$ cat config.mk
export PLATFORM = sky130hd
export DESIGN_NAME = quoted_field_tokenizer_flat
export DESIGN_NICKNAME = d
export VERILOG_FILES = /design/src/sv/qft_pkg.sv /design/src/sv/qft_in_if.sv /design/src/sv/qft_out_if.sv /design/src/sv/qft_cfg_regs.sv /design/src/sv/qft_parser.sv /design/src/sv/quoted_field_tokenizer.sv /design/src/flat_wrapper.sv
export SDC_FILE = /design/constraint.sdc
export NUM_CORES = 1
export LEC_CHECK = 0
export BUFFER_PORTS_ARGS = -buffer_cell sky130_fd_sc_hd__buf_2
export CAP_MARGIN = 5
export CELL_PAD_IN_SITES_DETAIL_PLACEMENT = 2
export CELL_PAD_IN_SITES_GLOBAL_PLACEMENT = 2
export CORE_MARGIN = 2
export CORE_UTILIZATION = 39
export CTS_CLUSTER_SIZE = 14
export DETAILED_ROUTE_END_ITERATION = 8
export PLACE_DENSITY_LB_ADDON = 0.1
export REMOVE_ABC_BUFFERS = 1
export SLEW_MARGIN = 20
export SYNTH_ARGS = -nofsm -noshare
export SYNTH_HDL_FRONTEND = slang
export SYNTH_SLANG_ARGS = --single-unit
$ cat constraint.sdc
create_clock -name clk_i -period 3.91 [get_ports clk_i]
set_input_delay 0.782 -clock clk_i [delete_from_list [all_inputs] [get_ports clk_i]]
set_output_delay 0.782 -clock clk_i [all_outputs]
set_load 0.05 [all_outputs]
$ cat src/sv/qft_pkg.sv
// ---------------------------------------------------------------------------
// qft_pkg
// Shared types, register indexes and character constants for the
// quoted field tokenizer.
// ---------------------------------------------------------------------------
package qft_pkg;

  localparam int unsigned CfgIdxW  = 3;
  localparam int unsigned CfgDataW = 8;

  // register indexes
  localparam logic [CfgIdxW-1:0] REG_SEP_A       = 3'd0;
  localparam logic [CfgIdxW-1:0] REG_SEP_B       = 3'd1;
  localparam logic [CfgIdxW-1:0] REG_SEP_C       = 3'd2;
  localparam logic [CfgIdxW-1:0] REG_SEP_D       = 3'd3;
  localparam logic [CfgIdxW-1:0] REG_MAX_FIELDS  = 3'd4;
  localparam logic [CfgIdxW-1:0] REG_TRIM_MODE   = 3'd5;
  localparam logic [CfgIdxW-1:0] REG_QUOTE_MODE  = 3'd6;
  localparam logic [CfgIdxW-1:0] REG_KEEP_QUOTES = 3'd7;

  // register reset values
  localparam logic [7:0] SEP_A_RST = 8'd32;

  // characters
  localparam logic [7:0] CH_N      = 8'h6e;
  localparam logic [7:0] CH_R      = 8'h72;
  localparam logic [7:0] CH_T      = 8'h74;
  localparam logic [7:0] CH_LF     = 8'h0a;
  localparam logic [7:0] CH_CR     = 8'h0d;
  localparam logic [7:0] CH_TAB    = 8'h09;
  localparam logic [7:0] CH_BSLASH = 8'h5c;
  localparam logic [7:0] CH_SQUOTE = 8'h27;
  localparam logic [7:0] CH_DQUOTE = 8'h22;

  typedef struct packed {
    logic [7:0] sep_char_a;
    logic [7:0] sep_char_b;
    logic [7:0] sep_char_c;
    logic [7:0] sep_char_d;
    logic [7:0] max_fields;
    logic       trim_mode;
    logic       quote_mode;
    logic       keep_quotes;
  } cfg_t;

  typedef struct packed {
    logic [7:0] in_byte;
    logic       end_of_string;
  } in_item_t;

  typedef struct packed {
    logic [7:0] out_byte;
    logic       byte_valid;
    logic       token_end;
    logic       string_end;
  } out_item_t;

endpackage

$ cat src/sv/qft_in_if.sv
// ---------------------------------------------------------------------------
// qft_in_if
// Valid/ready channel carrying one input character transaction.
// ---------------------------------------------------------------------------
interface qft_in_if;
  logic               valid;
  logic               ready;
  qft_pkg::in_item_t  data;

  modport source (output valid, output data, input ready);
  modport sink   (input valid, input data, output ready);
endinterface

$ cat src/sv/qft_out_if.sv
// ---------------------------------------------------------------------------
// qft_out_if
// Valid/ready channel carrying one token result transaction.
// ---------------------------------------------------------------------------
interface qft_out_if;
  logic               valid;
  logic               ready;
  qft_pkg::out_item_t data;

  modport source (output valid, output data, input ready);
  modport sink   (input valid, input data, output ready);
endinterface

$ cat src/sv/qft_cfg_regs.sv
// ---------------------------------------------------------------------------
// qft_cfg_regs
// Configuration register file, write only, indexed by register number.
// ---------------------------------------------------------------------------
module qft_cfg_regs (
  input  logic                          clk_i,
  input  logic                          rst_ni,
  input  logic                          cfg_we_i,
  input  logic [qft_pkg::CfgIdxW-1:0]   cfg_idx_i,
  input  logic [qft_pkg::CfgDataW-1:0]  cfg_data_i,
  output qft_pkg::cfg_t                 cfg_o
);
  import qft_pkg::*;

  cfg_t cfg_q, cfg_d;

  always_comb begin
    cfg_d = cfg_q;
    if (cfg_we_i) begin
      case (cfg_idx_i)
        REG_SEP_A:       cfg_d.sep_char_a  = cfg_data_i;
        REG_SEP_B:       cfg_d.sep_char_b  = cfg_data_i;
        REG_SEP_C:       cfg_d.sep_char_c  = cfg_data_i;
        REG_SEP_D:       cfg_d.sep_char_d  = cfg_data_i;
        REG_MAX_FIELDS:  cfg_d.max_fields  = cfg_data_i;
        REG_TRIM_MODE:   cfg_d.trim_mode   = cfg_data_i[0];
        REG_QUOTE_MODE:  cfg_d.quote_mode  = cfg_data_i[0];
        REG_KEEP_QUOTES: cfg_d.keep_quotes = cfg_data_i[0];
        default: ;
      endcase
    end
  end

  always_ff @(posedge clk_i or negedge rst_ni) begin
    if (!rst_ni) begin
      // separator a sits in the top byte, everything else clears
      cfg_q <= {SEP_A_RST, {($bits(cfg_t)-8){1'b0}}};
    end else begin
      cfg_q <= cfg_d;
    end
  end

  assign cfg_o = cfg_q;

endmodule

$ cat src/sv/qft_parser.sv
// ---------------------------------------------------------------------------
// qft_parser
// Tokenizer state and combinational step logic for one character.
// ---------------------------------------------------------------------------
module qft_parser (
  input  logic                clk_i,
  input  logic                rst_ni,
  input  qft_pkg::cfg_t       cfg_i,
  input  logic                step_i,
  input  qft_pkg::in_item_t   item_i,
  output logic                res_valid_o,
  output qft_pkg::out_item_t  res_o
);
  import qft_pkg::*;

  localparam logic [1:0] PH_START    = 2'd0;
  localparam logic [1:0] PH_AFTER_BS = 2'd1;
  localparam logic [1:0] PH_PLAIN    = 2'd2;
  localparam logic [1:0] PH_QUOTED   = 2'd3;

  logic [1:0] phase_q, phase_d;
  logic       qdouble_q, qdouble_d;
  logic       qclosed_q, qclosed_d;
  logic       esc_q, esc_d;
  logic [7:0] fields_q, fields_d;
  logic       rest_q, rest_d;

  logic [7:0] c;
  logic       is_sep, is_quote, at_limit, rest_now;
  logic [7:0] close_q_ch, esc_ch;

  assign c        = item_i.in_byte;
  assign is_sep   = (c != 8'd0) && ((c == cfg_i.sep_char_a) || (c == cfg_i.sep_char_b) ||
                                    (c == cfg_i.sep_char_c) || (c == cfg_i.sep_char_d));
  assign is_quote = (c == CH_SQUOTE) || (c == CH_DQUOTE);
  assign at_limit = (cfg_i.max_fields != 8'd0) &&
                    (({1'b0, fields_q} + 9'd1) >= {1'b0, cfg_i.max_fields});
  assign rest_now = rest_q | at_limit;
  assign close_q_ch = qdouble_q ? CH_DQUOTE : CH_SQUOTE;

  always_comb begin
    case (c)
      CH_N:    esc_ch = CH_LF;
      CH_R:    esc_ch = CH_CR;
      CH_T:    esc_ch = CH_TAB;
      default: esc_ch = c;
    endcase
  end

  always_comb begin
    logic do_begin, do_close;
    phase_d     = phase_q;
    qdouble_d   = qdouble_q;
    qclosed_d   = qclosed_q;
    esc_d       = esc_q;
    fields_d    = fields_q;
    rest_d      = rest_q;
    res_valid_o = 1'b0;
    res_o       = '0;
    do_begin    = 1'b0;
    do_close    = 1'b0;

    if (item_i.end_of_string) begin
      res_valid_o     = 1'b1;
      res_o.token_end = !((phase_q == PH_START) && cfg_i.trim_mode);
      res_o.string_end = 1'b1;
      phase_d   = PH_START;
      qdouble_d = 1'b0;
      qclosed_d = 1'b0;
      esc_d     = 1'b0;
      fields_d  = '0;
      rest_d    = 1'b0;
    end else begin
      case (phase_q)
        PH_START: begin
          if (cfg_i.trim_mode && (c == CH_BSLASH)) begin
            rest_d  = rest_now;
            phase_d = PH_AFTER_BS;
          end else if (!(cfg_i.trim_mode && is_sep)) begin
            do_begin = 1'b1;
          end
        end
        PH_AFTER_BS: do_begin = 1'b1;
        PH_PLAIN: begin
          if (!rest_q && is_sep) begin
            do_close = 1'b1;
          end else begin
            res_valid_o      = 1'b1;
            res_o.out_byte   = c;
            res_o.byte_valid = 1'b1;
          end
        end
        PH_QUOTED: begin
          if (esc_q) begin
            esc_d            = 1'b0;
            res_valid_o      = 1'b1;
            res_o.out_byte   = esc_ch;
            res_o.byte_valid = 1'b1;
          end else if (c == CH_BSLASH) begin
            esc_d = 1'b1;
          end else if (c == close_q_ch) begin
            qclosed_d = 1'b1;
            if (cfg_i.keep_quotes) begin
              res_valid_o      = 1'b1;
              res_o.out_byte   = c;
              res_o.byte_valid = 1'b1;
            end
          end else if (qclosed_q && is_sep) begin
            do_close = 1'b1;
          end else begin
            res_valid_o      = 1'b1;
            res_o.out_byte   = c;
            res_o.byte_valid = 1'b1;
          end
        end
        default: phase_d = PH_START;
      endcase

      // first byte of a token
      if (do_begin) begin
        rest_d = rest_now;
        if (!rest_now && cfg_i.quote_mode && is_quote) begin
          phase_d   = PH_QUOTED;
          qdouble_d = (c == CH_DQUOTE);
          qclosed_d = 1'b0;
          esc_d     = 1'b0;
          if (cfg_i.keep_quotes) begin
            res_valid_o      = 1'b1;
            res_o.out_byte   = c;
            res_o.byte_valid = 1'b1;
          end
        end else if (!rest_now && is_sep) begin
          do_close = 1'b1;
        end else begin
          phase_d          = PH_PLAIN;
          res_valid_o      = 1'b1;
          res_o.out_byte   = c;
          res_o.byte_valid = 1'b1;
        end
      end

      if (do_close) begin
        if (fields_q != 8'hff) begin
          fields_d = fields_q + 8'd1;
        end
        phase_d         = PH_START;
        qclosed_d       = 1'b0;
        esc_d           = 1'b0;
        res_valid_o     = 1'b1;
        res_o           = '0;
        res_o.token_end = 1'b1;
      end
    end
  end

  always_ff @(posedge clk_i or negedge rst_ni) begin
    if (!rst_ni) begin
      phase_q   <= PH_START;
      qdouble_q <= 1'b0;
      qclosed_q <= 1'b0;
      esc_q     <= 1'b0;
      fields_q  <= '0;
      rest_q    <= 1'b0;
    end else if (step_i) begin
      phase_q   <= phase_d;
      qdouble_q <= qdouble_d;
      qclosed_q <= qclosed_d;
      esc_q     <= esc_d;
      fields_q  <= fields_d;
      rest_q    <= rest_d;
    end
  end

endmodule

$ cat src/sv/quoted_field_tokenizer.sv
// ---------------------------------------------------------------------------
// quoted_field_tokenizer
// Byte-stream tokenizer with configurable separators and quoted fields.
// ---------------------------------------------------------------------------
// Takes one character per cycle and gives at most one result per character:
// a token byte, a token end or the string end mark. Each transaction is
// held in an input register, stepped through the combinational parser and
// lands in an output register; throughput is one character per cycle
// while the output side keeps taking results; when the output stalls both
// registers fill and the input deasserts ready.
// Configuration registers may only be written while no transaction is in
// flight.
module quoted_field_tokenizer (
  input  logic                          clk_i,
  input  logic                          rst_ni,
  input  logic                          cfg_we_i,
  input  logic [qft_pkg::CfgIdxW-1:0]   cfg_idx_i,
  input  logic [qft_pkg::CfgDataW-1:0]  cfg_data_i,
  qft_in_if.sink                        in_i,
  qft_out_if.source                     out_o
);
  import qft_pkg::*;

  cfg_t      cfg;
  logic      in_vld_q;
  in_item_t  in_q;
  logic      out_vld_q;
  out_item_t out_q;
  logic      advance;
  logic      res_valid;
  out_item_t res;

  qft_cfg_regs u_cfg (
    .clk_i      (clk_i),
    .rst_ni     (rst_ni),
    .cfg_we_i   (cfg_we_i),
    .cfg_idx_i  (cfg_idx_i),
    .cfg_data_i (cfg_data_i),
    .cfg_o      (cfg)
  );

  // the parser steps whenever the output register can take its result
  assign advance = in_vld_q && (!out_vld_q || out_o.ready);
  assign in_i.ready = !in_vld_q || advance;

  qft_parser u_parser (
    .clk_i       (clk_i),
    .rst_ni      (rst_ni),
    .cfg_i       (cfg),
    .step_i      (advance),
    .item_i      (in_q),
    .res_valid_o (res_valid),
    .res_o       (res)
  );

  always_ff @(posedge clk_i or negedge rst_ni) begin
    if (!rst_ni) begin
      in_vld_q <= 1'b0;
    end else if (in_i.ready) begin
      in_vld_q <= in_i.valid;
    end
  end

  always_ff @(posedge clk_i) begin
    if (in_i.ready && in_i.valid) begin
      in_q <= in_i.data;
    end
  end

  always_ff @(posedge clk_i or negedge rst_ni) begin
    if (!rst_ni) begin
      out_vld_q <= 1'b0;
    end else if (!out_vld_q || out_o.ready) begin
      out_vld_q <= advance && res_valid;
    end
  end

  always_ff @(posedge clk_i) begin
    if (advance && res_valid) begin
      out_q <= res;
    end
  end

  assign out_o.valid = out_vld_q;
  assign out_o.data  = out_q;

`ifndef SYNTHESIS
  a_byte_excl: assert property (@(posedge clk_i) disable iff (!rst_ni)
    out_vld_q |-> !(out_q.byte_valid && (out_q.token_end || out_q.string_end)))
    else $error("token byte combined with an end mark");

  a_zero_byte: assert property (@(posedge clk_i) disable iff (!rst_ni)
    (out_vld_q && !out_q.byte_valid) |-> (out_q.out_byte == 8'd0))
    else $error("out_byte not zero on a mark-only result");

  a_in_hold: assert property (@(posedge clk_i) disable iff (!rst_ni)
    (in_vld_q && !advance) |=> (in_vld_q && $stable(in_q)))
    else $error("stalled input register lost its transaction");
`endif

endmodule

$ cat src/flat_wrapper.sv
// flat-port wrapper written by rule: the top's interface ports become plain ports
module quoted_field_tokenizer_flat import qft_pkg::*;
  (clk_i, rst_ni, cfg_we_i, cfg_idx_i, cfg_data_i, in_i_valid, in_i_data, in_i_ready, out_o_valid, out_o_data, out_o_ready);
  qft_in_if in_i_i ();
  qft_out_if out_o_i ();
  input  logic clk_i;
  input  logic rst_ni;
  input  logic cfg_we_i;
  input  logic [qft_pkg::CfgIdxW-1:0] cfg_idx_i;
  input  logic [qft_pkg::CfgDataW-1:0] cfg_data_i;
  input wire logic [$bits(in_i_i.valid)-1:0] in_i_valid;
  input wire logic [$bits(in_i_i.data)-1:0] in_i_data;
  output wire logic [$bits(in_i_i.ready)-1:0] in_i_ready;
  output wire logic [$bits(out_o_i.valid)-1:0] out_o_valid;
  output wire logic [$bits(out_o_i.data)-1:0] out_o_data;
  input wire logic [$bits(out_o_i.ready)-1:0] out_o_ready;
  assign in_i_i.valid = in_i_valid;
  assign in_i_i.data = in_i_data;
  assign in_i_ready = in_i_i.ready;
  assign out_o_valid = out_o_i.valid;
  assign out_o_data = out_o_i.data;
  assign out_o_i.ready = out_o_ready;
  quoted_field_tokenizer u_core (.clk_i(clk_i), .rst_ni(rst_ni), .cfg_we_i(cfg_we_i), .cfg_idx_i(cfg_idx_i), .cfg_data_i(cfg_data_i), .in_i(in_i_i), .out_o(out_o_i));
endmodule
=== Word level (Yosys, flattened, before mapping) ===
Cells that the tools add are included.

* Flip-flop bits (word level): 79
* Input bits: 25
* Word-level logic and storage cells: 168
* Output and inout bits: 13

* $add $sub $neg: 2
* Bitwise operators: 1
* Equality and inequality tests: 22
* Mux-type cells: 74
* Reductions and logical operators: 46
* $lt $le $gt $ge: 1

{| class="wikitable"
|+ Operators by type and width
! operator !! count
|-
| $mux 9 || 10
|-
| $mux 1 || 46
|-
| $eq 8x7->1 const B || 4
|-
| $eq 8x8->1 || 4
|-
| $mux 8 || 3
|-
| $pmux 8 s3 || 1
|-
| $mux 2 || 9
|-
| $pmux 9 s2 || 1
|-
| $eq 8x6->1 const B || 2
|-
| $reduce_and 2->1 || 8
|-
| $reduce_bool 8->1 || 2
|-
| $logic_and 1x1->1 || 13
|-
| $eq 3x3->1 const B || 4
|-
| $add 8x1->9 const B || 1
|-
| $ge 9x8->1 || 1
|-
| $reduce_and 3->1 || 3
|-
| $add 8x1->8 const B || 1
|-
| $eq 8x6->1 || 1
|-
| $ne 8x8->1 const B || 1
|-
| $reduce_bool 2->1 || 4
|-
| $eq 3x2->1 const B || 2
|-
| $logic_or 1x1->1 || 6
|-
| $pmux 1 s2 || 3
|-
| $reduce_bool 3->1 || 2
|-
| other kinds (9) || 14
|}

=== Logic depth before layout (Yosys ltp) ===
Gate-level depths: netlist of the first run.

* Word-level depth: 18
* Depth in mapped cells: 14
* Mapped depth without buffers: 13

=== By module ===
From an unflattened synthesis of the first run, not the netlist that was laid out.

* Cell total of the unflattened synthesis: 392
* Area total of the unflattened synthesis: 4433.0 sq um

{| class="wikitable"
|+ By module, submodules not included
! module !! times used !! cells each !! sequential area each (sq um) !! area an instance (sq um)
|-
| qft_parser || 1 || 263 || 350.3 || 2045.7
|-
| qft_cfg_regs || 1 || 99 || 1077.3 || 1675.4
|-
| quoted_field_tokenizer || 1 || 30 || 650.6 || 711.9
|}

=== Worst setup path before layout of the first run ===
Ideal clock, no wire load.

* Path type: register to register
* Start: reg u_core.u_parser.fields_q[0]
* End: reg u_core.out_q (netlist bit u_core.out_o.data[0]), enable pin
* Cell stages (with the launch flop): 14
* Path slack: 337 ps
* Period minus slack after synthesis: 3573 ps
* Required time: 3528 ps
* Setup time: 382 ps
* Buffers on the path: 0
* Arrival time: 3190 ps
* Cell sequence: dfrtp_1 -> ha_1 -> and3_1 -> nand3_1 -> xnor2_1 -> ha_1 -> nand2_1 -> o21ai_0 -> a21oi_1 -> o21ai_1 -> o21ai_0 -> a211oi_1 -> nor2_1 -> a21oi_1

* Cells in the longest elaborated chain, start to end: 13
* Elaborated cells between the ends (all ways): 18
* Those cells by class: 1 x add/sub; 1 x order compare; 9 x mux; 1 x bitwise; 6 x reduce/logical

{| class="wikitable"
|+ RTL lines
! what !! line !! text
|-
| start: declaration || qft_parser.sv:25 || <nowiki>logic [7:0] fields_q, fields_d;</nowiki>
|-
| start signal: assignment || qft_parser.sv:169 || <nowiki>fields_q <= fields_d;</nowiki>
|-
| $add 8x1->9 (*) || qft_parser.sv:37 || <nowiki>(({1'b0, fields_q} + 9'd1) >= {1'b0, cfg_i.max_fields});</nowiki>
|-
| $ge 9x8->1 (*) || qft_parser.sv:37 ||
|-
| $logic_and 1x1->1 (*) || qft_parser.sv:36 || <nowiki>assign at_limit = (cfg_i.max_fields != 8'd0) &&</nowiki>
|-
| $or 1x1->1 (*) || qft_parser.sv:38 || <nowiki>assign rest_now = rest_q | at_limit;</nowiki>
|-
| $logic_not 1->1 (*) || qft_parser.sv:122, qft_parser.sv:132 ||
|-
| $logic_and 1x1->1 (on tied branches) || qft_parser.sv:132, qft_parser.sv:122 ||
|-
| $mux 1 or $logic_and 1x1->1 (tied branches) || qft_parser.sv:132, qft_parser.sv:122 ||
|-
| $mux 1 || qft_parser.sv:122 || <nowiki>if (!rest_now && cfg_i.quote_mode && is_quote) begin</nowiki>
|-
| $mux 1 || qft_parser.sv:120 || <nowiki>if (do_begin) begin</nowiki>
|-
| $mux 1 || qft_parser.sv:63 || <nowiki>if (item_i.end_of_string) begin</nowiki>
|-
| $mux 1 (*) || qft_parser.sv:142 || <nowiki>if (do_close) begin</nowiki>
|-
| $mux 1 (*) || qft_parser.sv:63 ||
|-
| $logic_and 1x1->1 (*) || quoted_field_tokenizer.sv:79 || <nowiki>if (advance && res_valid) begin</nowiki>
|-
| end signal: assignment || quoted_field_tokenizer.sv:80 || <nowiki>out_q <= res;</nowiki>
|-
| end: declaration || quoted_field_tokenizer.sv:28 || <nowiki>out_item_t out_q;</nowiki>
|}

Mark *: on every way between the ends. The rest lies on a longest branch, timed or not. The select of a mux whose other input is x is not followed.
A chain may end at the register's enable or synchronous reset.

=== Worst setup path after layout of the first run ===
* Start: reg u_core.u_parser.fields_q[0]
* End: reg u_core.out_q (netlist bit u_core.out_o.data[3]), enable pin

Same word-level chain as after synthesis.

==> results_dict.tcl, run 1 <==
set metrics [dict create \
    fin_nets 478 \
    first_iter_violations 97 \
    clkLatencyLatePin_ps 370 \
    yosys_warnings 0 \
    grt_setup_unrepaired "false" \
    detail-route-antenna-nets 0 \
    avgViaCountPerCell 5.63 \
    syn2layout_area_growth_pct 12.9 \
    synth-seq-cells 79 \
    die_y_um 109 \
    ios 38 \
    core.rowCount 38 \
    synth.area.top_cells "dfrtp_1 34%, edfxtp_1 14%, mux2_2 9.4%" \
    multi_input_area_mm2 0.00215 \
    yosysTopAreaCell "dfrtp_1" \
    fmax_mhz 274 \
    grt_pass1_vias 3587 \
    yosysMostFrequentCell "dfrtp_1" \
    cpPeakStageDelay_ps 440 \
    seq_area_mm2 0.00208 \
    hold_slack_ps 372 \
    cp_data_required_time_ps 3990 \
    relSlewSlack_pct 28.3 \
    finalSetupViolations 0 \
    async_reset_ff_share_pct 74.7 \
    overflow 0 \
    synth_area_mm2 0.00433 \
    path_max_fanout 11 \
    yosysSeqAreaShare_pct 48.0 \
    ir_drop_v 0.000242 \
    hold_violations 0 \
    synth_flop_cell "dfrtp_1" \
    maxCapViolCount 0 \
    core-area_mm2 0.0108 \
    dp_hpwl_mm 9.41 \
    io_buffers 37 \
    routedWlPerCell_um 21.5 \
    endpoint_kind "flop" \
    p_leak_nw 1.96 \
    cts.clk_slew.worst_paths_ps 90 \
    fin_worst_skew_ps 12.1 \
    tightest_slew_ps 1070 \
    hold_path.class "in -> async" \
    outcome "finished clean" \
    yosysUniqueCellTypes 58 \
    period_minus_slack_ps 3640 \
    maxSlewViolCount 0 \
    layout_worst_path_cycle_share_pct 93.2 \
    synth-edff-count 20 \
    antenna_found_initial 0 \
    critPathTopFamily "compound AO/OA/AOI/OAI gates" \
    synth_common_cells "58 x dfrtp_1, 36 x mux2_2, 36 x xnor2_1" \
    groute.usage.overall_pct 23.1 \
    synth.top_cell.area_share_pct 33.6 \
    critPathArrivalTime_ps 3720 \
    dr.pass1.iters 4 \
    fill_cells 1154 \
    n_antenna_cell 0 \
    p_per_area_mw_per_mm2 542 \
    clkSinkCount 79 \
    path_cells "ha_1 > and3_1 > nand3_1 > xnor2_1 > ha_1 > nand2_1 > o21ai_1 > a21oi_1 > o21ai_2 > o21ai_0 > a211oi_2 > nor2_1 > a21oi_1 > buf_4" \
    cts_tree "built" \
    die_w_um 109 \
    gp_congestion 0.816 \
    syn_area_per_cell_um2 10.8 \
    numCtsBuffers 9 \
    htree_levels 3 \
    vias 3314 \
    dieArea_mm2 0.0119 \
    slowest_stage "dfrtp_1" \
    fin_setup_tns_ps 0 \
    synthCells 402 \
    worst-setup-path-type "reg -> reg" \
    crit_buf_inv 1 \
    routed_wl_mm 12.7 \
    drc 0 \
    cts.root.buffer_cell "clkbuf_8" \
    cts_buffer_depth 2 \
    ctsHoldBuffers 0 \
    start_util_pct 39.9 \
    final_layout_size_suffix_gt1_share_pct 25.4 \
    grt_pass1_wl_mm 20.4 \
    start_kind "flop" \
    grt_max_degree 41 \
]
-- through the flow --
step | total power, mW | std cells | setup WS [ps] | utilization, % | instance area (um2)
finish | 2.65 | 589 | 266 | 45.0 | 4880
global route | 2.83 | 589 | 8.59 | 45.0 | 4880
floorplan | 1.78 | 385 | 337 | - | 4240
global placement | 2.03 | 571 | 350 | 43.1 | 4670
CTS | 2.65 | 587 | 93.9 | 44.6 | 4840
detailed placement | 2.09 | 571 | 110 | 43.1 | 4670
-- where the power goes --
part           internal [mW]  switching [mW]
Clock                  0.227           0.320
Combinational          0.350           0.532
Sequential              1.04           0.183
Total                   1.61            1.03
-- final cells by class --
class | count | share of cell area (%)
clock buffers | 10 | 2.61
clock inverters | 6 | 0.769
inverters | 13 | 0.999
multi-input cells | 293 | 44.0
flip-flops and latches | 79 | 42.6
well taps | 140 | 3.59
repair buffers | 48 | 5.48
-- kinds of logic (layout without fill, tap and decap cells) --
logic type	count (synthesis)	in the layout	synth area share [%]
AND/OR/NAND/NOR	126	126	16.5
AO/OA/AOI/OAI	83	83	12.5
flip-flops	79	79	48.0
XOR/XNOR	39	39	7.90
multiplexers	36	36	9.37
buffers and inverters	30	77	3.04
adder cells (fa/ha/maj)	9	9	2.60
-- timing repair --
action / 4_1_cts / 5_1_grt
gates resized for setup: 1 / 5
hold endpoints to repair: 0 / 0
setup buffers: 0 / 2
endpoints found under the setup margin: 12 / 20
pin swaps: 0 / 2
-- final timing paths --
check / end / depth (start not counted) / slack [ps] / startpoint
max: u_core.out_o.data[3]$_SDFFCE_PP0P_ / 14 / 270 / u_core.u_parser.fields_q[0]$_DFFE_PN0P_
min: u_core.u_parser.phase_q[1]$_DFFE_PN0P_ / 1 / 370 / rst_ni
max reg2reg: u_core.out_o.data[3]$_SDFFCE_PP0P_ / 14 / 270 / u_core.u_parser.fields_q[0]$_DFFE_PN0P_
min reg2reg: u_core.u_cfg.cfg_o[1]$_DFFE_PN0P_ / 1 / 520 / u_core.u_cfg.cfg_o[1]$_DFFE_PN0P_
max in group asynchronous: u_core.u_cfg.cfg_o[40]$_DFFE_PN1P_ / 2 / 2600 / rst_ni
min in group clk_i: u_core.u_cfg.cfg_o[1]$_DFFE_PN0P_ / 1 / 520 / u_core.u_cfg.cfg_o[1]$_DFFE_PN0P_
-- flip-flops by register name (all words and copies together), names as in the netlist, 2 cells and up --
name	count
u_core.in_q	9
u_core.u_cfg.cfg_o	43
u_core.u_parser.phase_q	2
u_core.out_o.data	11
u_core.u_parser.fields_q	8
-- per-layer routing --
| layer | global-route usage, % | share of wire (%) | up-vias |
|---|---|---|---|
| li1 | - | - | 1559 |
| met1 | 30.4 | 46 | 1698 |
| met2 | 39.0 | 51 | 44 |
| met3 | 4.39 | 2.4 | 13 |
| met4 | 6.78 | 1.4 | 0 |
| met5 | 0 | 0 | - |
-- layout by cell type, fill, tap and decap left out, types with 11 or more instances in the layout --
cell type and instances:
dfrtp_1 58, buf_2 37, xnor2_1 36, mux2_2 36, nand2_1 26, nor2_1 23
edfxtp_1 20, a21oi_1 18, o21ai_0 15, inv_1 13, nand4_1 12, buf_4 11
Note: power is estimated with default switching activity, not from simulation.
==> run 2: changes to the inputs <==
--- a/config.mk
+++ b/config.mk
@@ -14,6 +14,7 @@
 export CTS_CLUSTER_SIZE = 14
 export DETAILED_ROUTE_END_ITERATION = 8
 export PLACE_DENSITY_LB_ADDON = 0.1
+export RECOVER_POWER = 50
 export REMOVE_ABC_BUFFERS = 1
 export SLEW_MARGIN = 20
 export SYNTH_ARGS = -nofsm -noshare
==> results_dict.tcl, run 2 (synthesis results as in run 1) <==
set metrics [dict create \
    fmax_mhz 274 \
    seq_area_mm2 0.00208 \
    cp_data_required_time_ps 3980 \
    io_buffers 37 \
    p_switching_mw 1.03 \
    fill_cells 1152 \
    multi_input_area_mm2 0.00215 \
    clock_power_share_pct 20.6 \
    fin_worst_skew_ps 12.2 \
    path_max_fanout 11 \
    n_antenna_cell 0 \
    pwr-share-comb_pct 33.3 \
    mostFrequentLayoutCells "58 x dfrtp_1, 36 x xnor2_1, 36 x mux2_2" \
    clkSinkCount 79 \
    start_util_pct 39.9 \
    dp_hpwl_mm 9.41 \
    core.rowCount 38 \
    die_w_um 109 \
    numCtsBuffers 9 \
    slowest_stage "dfrtp_1" \
    ios 38 \
    hold_violations 0 \
    routedWlPerCell_um 21.5 \
    endpoint_kind "flop" \
    layout_worst_path_cycle_share_pct 93.5 \
    tightest_slew_ps 2210 \
    syn2layout_area_growth_pct 12.6 \
    final_layout_size_suffix_gt1_share_pct 24.3 \
    detail-route-antenna-nets 0 \
    critPathTopFamily "compound AO/OA/AOI/OAI gates" \
    cts.clk_slew.worst_paths_ps 80 \
    dieArea_mm2 0.0119 \
    start_kind "flop" \
    maxSlewViolCount 41 \
    gp_congestion 0.816 \
    switching_share_pct 39.1 \
    core-area_mm2 0.0108 \
    vias 3305 \
    finalSetupViolations 0 \
    intPower_mw 1.61 \
    hold_path.class "reg -> reg" \
    dp_slack_ps 110 \
    cts_buffer_depth 2 \
    fin_setup_tns_ps 0 \
    antenna_found_initial 0 \
    crit_buf_inv 1 \
    grt_pass1_wl_mm 20.4 \
    dr.pass1.iters 4 \
    power_frac_seq_pct 46.1 \
    drc 0 \
    p_leak_nw 1.95 \
    largest_reg_flops 43 \
    cts.root.buffer_cell "clkbuf_8" \
    htree_levels 3 \
    critPathArrivalTime_ps 3730 \
    avgViaCountPerCell 5.61 \
    ir_drop_v 0.000241 \
    worst-setup-path-type "reg -> reg" \
    postPlaceCellArea_mm2 0.00467 \
    clkLatencyLatePin_ps 370 \
    overflow 0 \
    die_y_um 109 \
    ctsHoldBuffers 0 \
    relSlewSlack_pct -47.3 \
    finalInstanceArea_mm2 0.00487 \
    setup_ws_ps 255 \
    layout_commonest_cell "dfrtp_1" \
    outcome "complete, but fails checks" \
    p_per_area_mw_per_mm2 543 \
    first_iter_violations 101 \
    grt_setup_unrepaired "false" \
    grt_max_degree 41 \
    violations "capacitance limit, slew limit" \
    routed_wl_mm 12.6 \
    fin_nets 478 \
    period_minus_slack_ps 3660 \
    power.total_mw 2.65 \
    path_cells "ha_1 > and3_1 > nand3_1 > xnor2_1 > ha_1 > nand2_1 > o21ai_1 > a21oi_1 > o21ai_2 > o21ai_0 > a211oi_2 > nor2_1 > a21oi_1 > buf_4" \
    cts_tree "built" \
    maxCapViolCount 1 \
    grt_pass1_vias 3587 \
    cpPeakStageDelay_ps 440 \
    groute.usage.overall_pct 23.1 \
]
-- run 2: cell types whose count changed in the layout (fill, tap and decap cells not counted), sizes merged --
cell / before / now
clkbuf: 10 / 15
buf: 48 / 43
-- run 2: worst paths after layout --
path                                                              start                                     end  slack [ps]  cells past startpoint
worst max-delay path            u_core.u_parser.fields_q[0]$_DFFE_PN0P_      u_core.out_o.data[3]$_SDFFCE_PP0P_         250                     14
worst min-delay path                  u_core.u_cfg.cfg_o[1]$_DFFE_PN0P_       u_core.u_cfg.cfg_o[1]$_DFFE_PN0P_         520                      1
worst max register to register  u_core.u_parser.fields_q[0]$_DFFE_PN0P_      u_core.out_o.data[3]$_SDFFCE_PP0P_         250                     14
worst min register to register        u_core.u_cfg.cfg_o[1]$_DFFE_PN0P_       u_core.u_cfg.cfg_o[1]$_DFFE_PN0P_         520                      1
max in group asynchronous                                        rst_ni      u_core.u_cfg.cfg_o[36]$_DFFE_PN0P_         610                      2
min in group asynchronous                                        rst_ni  u_core.u_parser.phase_q[1]$_DFFE_PN0P_         640                      1
-- run 2: power by group through the flow --
| stage | Clock, mW | Combinational [mW] | Sequential (mW) |
|---|---|---|---|
| 2_1_floorplan | 0 | 0.472 | 1.30 |
| 3_3_place_gp | 0 | 0.813 | 1.22 |
| 3_5_place_dp | 0 | 0.854 | 1.24 |
| 4_1_cts | 0.564 | 0.864 | 1.22 |
| 5_1_grt | 0.607 | 0.974 | 1.25 |
| 6_report | 0.545 | 0.881 | 1.22 |
-- run 2: layout make-up --
cell class	count	area share, %
Multi-Input combinational cell	293	44.1
Sequential cell	79	42.7
Timing Repair Buffer	48	5.27
Tap cell	140	3.60
Clock buffer	10	2.62
Inverter	13	1.00
Clock inverter	6	0.771
-- run 2: routing by layer --
metal,vias up,global-route usage (%),wire length [um]
met1,1701,30.4,5770
met5,-,0,0
li1,1555,-,-
met3,14,4.39,266
met4,0,6.78,172
met2,35,39.0,6440
-- run 2: repair_timing --
| item | 4_1_cts | 5_1_grt |
|---|---|---|
| setup buffers | 0 | 2 |
| pin swaps | 0 | 2 |
| gates resized for setup | 1 | 5 |
| setup endpoints to repair | 12 | 20 |
-- run 2: worst register-to-register path, delay by kind of cell, from the launching register on --
kind | cells | cell delay, ps
AO/OA/AOI/OAI | 6 | 1320
XOR/XNOR | 1 | 170
adder cells (fa/ha/maj) | 2 | 580
buffers and inverters | 1 | 220
flip-flops | 1 | 440
AND/OR/NAND/NOR | 4 | 630
-- run 2: stage by stage --
stage                     hold slack [ps]  util (%)  std cells
final                                 519      44.9        589
after floorplan                       476         -        385
after detailed placement              502      43.1        571
after CTS                             381      44.6        587
after global routing                  535      44.9        589
after global placement                499      43.1        571
==> run 3: changes to the inputs <==
--- a/config.mk
+++ b/config.mk
@@ -9,10 +9,10 @@
 export CAP_MARGIN = 5
 export CELL_PAD_IN_SITES_DETAIL_PLACEMENT = 2
 export CELL_PAD_IN_SITES_GLOBAL_PLACEMENT = 2
-export CORE_MARGIN = 2
 export CORE_UTILIZATION = 39
 export CTS_CLUSTER_SIZE = 14
 export DETAILED_ROUTE_END_ITERATION = 8
+export GPL_TIMING_DRIVEN = 0
 export PLACE_DENSITY_LB_ADDON = 0.1
 export RECOVER_POWER = 50
 export REMOVE_ABC_BUFFERS = 1
==> results_dict.tcl, run 3 (synthesis results as in run 1) <==
set metrics [dict create \
    outcome "complete, but fails checks" \
    violations "capacitance limit, slew limit" \
    critPathArrivalTime_ps 3830 \
    power_frac_seq_pct 43.0 \
    clkLatencyLatePin_ps 370 \
    antenna_found_initial 0 \
    fin_worst_skew_ps 9.79 \
    slowest_stage "dfrtp_1" \
    mostFrequentLayoutCells "58 x dfrtp_1, 36 x xnor2_1, 36 x mux2_2" \
    routedWlPerCell_um 21.8 \
    gp_congestion 0.782 \
    drc 0 \
    maxCapViolCount 1 \
    routed_wl_mm 12.7 \
    cp_data_required_time_ps 4010 \
    start_util_pct 39.9 \
    avgViaCountPerCell 5.69 \
    finalSetupViolations 0 \
    period_minus_slack_ps 3730 \
    switching_share_pct 38.2 \
    die_y_um 107 \
    numCtsBuffers 9 \
    ios 38 \
    io_buffers 37 \
    power.total_mw 2.83 \
    relSlewSlack_pct -2.23 \
    crit_buf_inv 1 \
    largest_reg_flops 43 \
    path_max_fanout 6 \
    htree_levels 3 \
    cpPeakStageDelay_ps 450 \
    p_switching_mw 1.08 \
    grt_max_degree 60 \
    cts.root.buffer_cell "clkbuf_8" \
    grt_pass1_wl_mm 20.2 \
    pwr-share-comb_pct 32.2 \
    start_kind "flop" \
    first_iter_violations 95 \
    dp_slack_ps -633 \
    setup_ws_ps 177 \
    dieArea_mm2 0.0115 \
    core-area_mm2 0.0108 \
    endpoint_kind "flop" \
    hold_violations 0 \
    cts.clk_slew.worst_paths_ps 90 \
    dp_cells 562 \
    vias 3323 \
    final_layout_size_suffix_gt1_share_pct 25.5 \
    groute.usage.overall_pct 23.8 \
    intPower_mw 1.75 \
    detail-route-antenna-nets 0 \
    tightest_slew_ps 1530 \
    critPathTopFamily "compound AO/OA/AOI/OAI gates" \
    p_per_area_mw_per_mm2 571 \
    p_leak_nw 1.97 \
    cts_buffer_depth 2 \
    dr.pass1.iters 4 \
    clkSinkCount 79 \
    ctsHoldBuffers 0 \
    grt_pass1_vias 3638 \
    path_cells "ha_2 > and3_1 > nand3_1 > xnor2_1 > ha_1 > nand2_1 > o21ai_1 > a21oi_2 > o21ai_4 > o21ai_0 > a211oi_2 > nor2_1 > a21oi_4 > buf_4" \
    fmax_mhz 268 \
    maxSlewViolCount 60 \
    stdcell_count 584 \
    clock_power_share_pct 24.8 \
    hold_path.class "reg -> reg" \
    fill_cells 1148 \
    layout_worst_path_cycle_share_pct 95.5 \
    core.rowCount 38 \
    n_antenna_cell 0 \
    layout_commonest_cell "dfrtp_1" \
    cts_tree "built" \
    ir_drop_v 0.000251 \
    die_w_um 107 \
    worst-setup-path-type "reg -> reg" \
    fin_nets 473 \
    overflow 0 \
    dp_hpwl_mm 8.73 \
    syn2layout_area_growth_pct 14.5 \
]
==> run 3: final cells by class <==
cell class / instances / area (um2) / share of cell area [%]
Clock buffer: 9 / 124 / 2.50
Tap cell: 140 / 175 / 3.54
Multi-Input combinational cell: 294 / 2200 / 44.4
Clock inverter: 7 / 95.1 / 1.92
Inverter: 13 / 48.8 / 0.985
Timing Repair Buffer: 42 / 233 / 4.70
Sequential cell: 79 / 2080 / 42.0
==> run 3: what timing repair did <==
| action | CTS | global route |
|---|---|---|
| gates resized for setup | 5 | 6 |
| setup buffers | 2 | 3 |
| gates cloned | 0 | 1 |
| endpoints found under the setup margin | 21 | 21 |
| hold endpoints to repair | 0 | 0 |
| pin swaps | 0 | 2 |
==> run 3: stage by stage <==
step,instance area [um2],hold slack [ps],util [%],setup TNS [ps]
after floorplan,4240,476,-,0
after global placement,4600,496,42.5,-4890
after detailed placement,4620,508,42.6,-7260
after CTS,4900,508,45.2,0
after global routing,4950,561,45.7,-518
final,4950,530,45.7,0
==> run 3: worst paths after layout <==
path / startpoint / endpoint / slack (ps) / cells past startpoint
worst max register to register: u_core.u_parser.fields_q[0]$_DFFE_PN0P_ / u_core.out_o.data[0]$_SDFFCE_PP1P_ / 180 / 14
worst min-delay path: u_core.u_parser.qdouble_q$_DFFE_PN0P_ / u_core.u_parser.qdouble_q$_DFFE_PN0P_ / 530 / 1
worst max-delay path: u_core.u_parser.fields_q[0]$_DFFE_PN0P_ / u_core.out_o.data[0]$_SDFFCE_PP1P_ / 180 / 14
max in group asynchronous: rst_ni / u_core.u_cfg.cfg_o[18]$_DFFE_PN0P_ / 2210 / 1
worst min register to register: u_core.u_parser.qdouble_q$_DFFE_PN0P_ / u_core.u_parser.qdouble_q$_DFFE_PN0P_ / 530 / 1
min in group asynchronous: rst_ni / u_core.u_parser.fields_q[5]$_DFFE_PN0P_ / 760 / 1
==> run 3: power groups by stage <==
stage                     Combinational [mW]  Sequential, mW  Clock, mW
final                                  0.910            1.22      0.703
after global routing                   0.997            1.24      0.740
after CTS                              0.870            1.21      0.715
after detailed placement               0.821            1.23          0
after global placement                 0.780            1.21          0
after floorplan                        0.472            1.30          0
==> run 3: metal layers <==
metal / GRT usage, % / routed length, um / part of all wire (%) / up-vias
met4: 8.51 / 242 / 1.9 / 0
met5: 0 / 0 / 0 / -
met3: 3.45 / 258 / 2.0 / 19
met1: 29.8 / 5660 / 44 / 1710
li1: - / - / - / 1548
met2: 41.6 / 6580 / 52 / 46
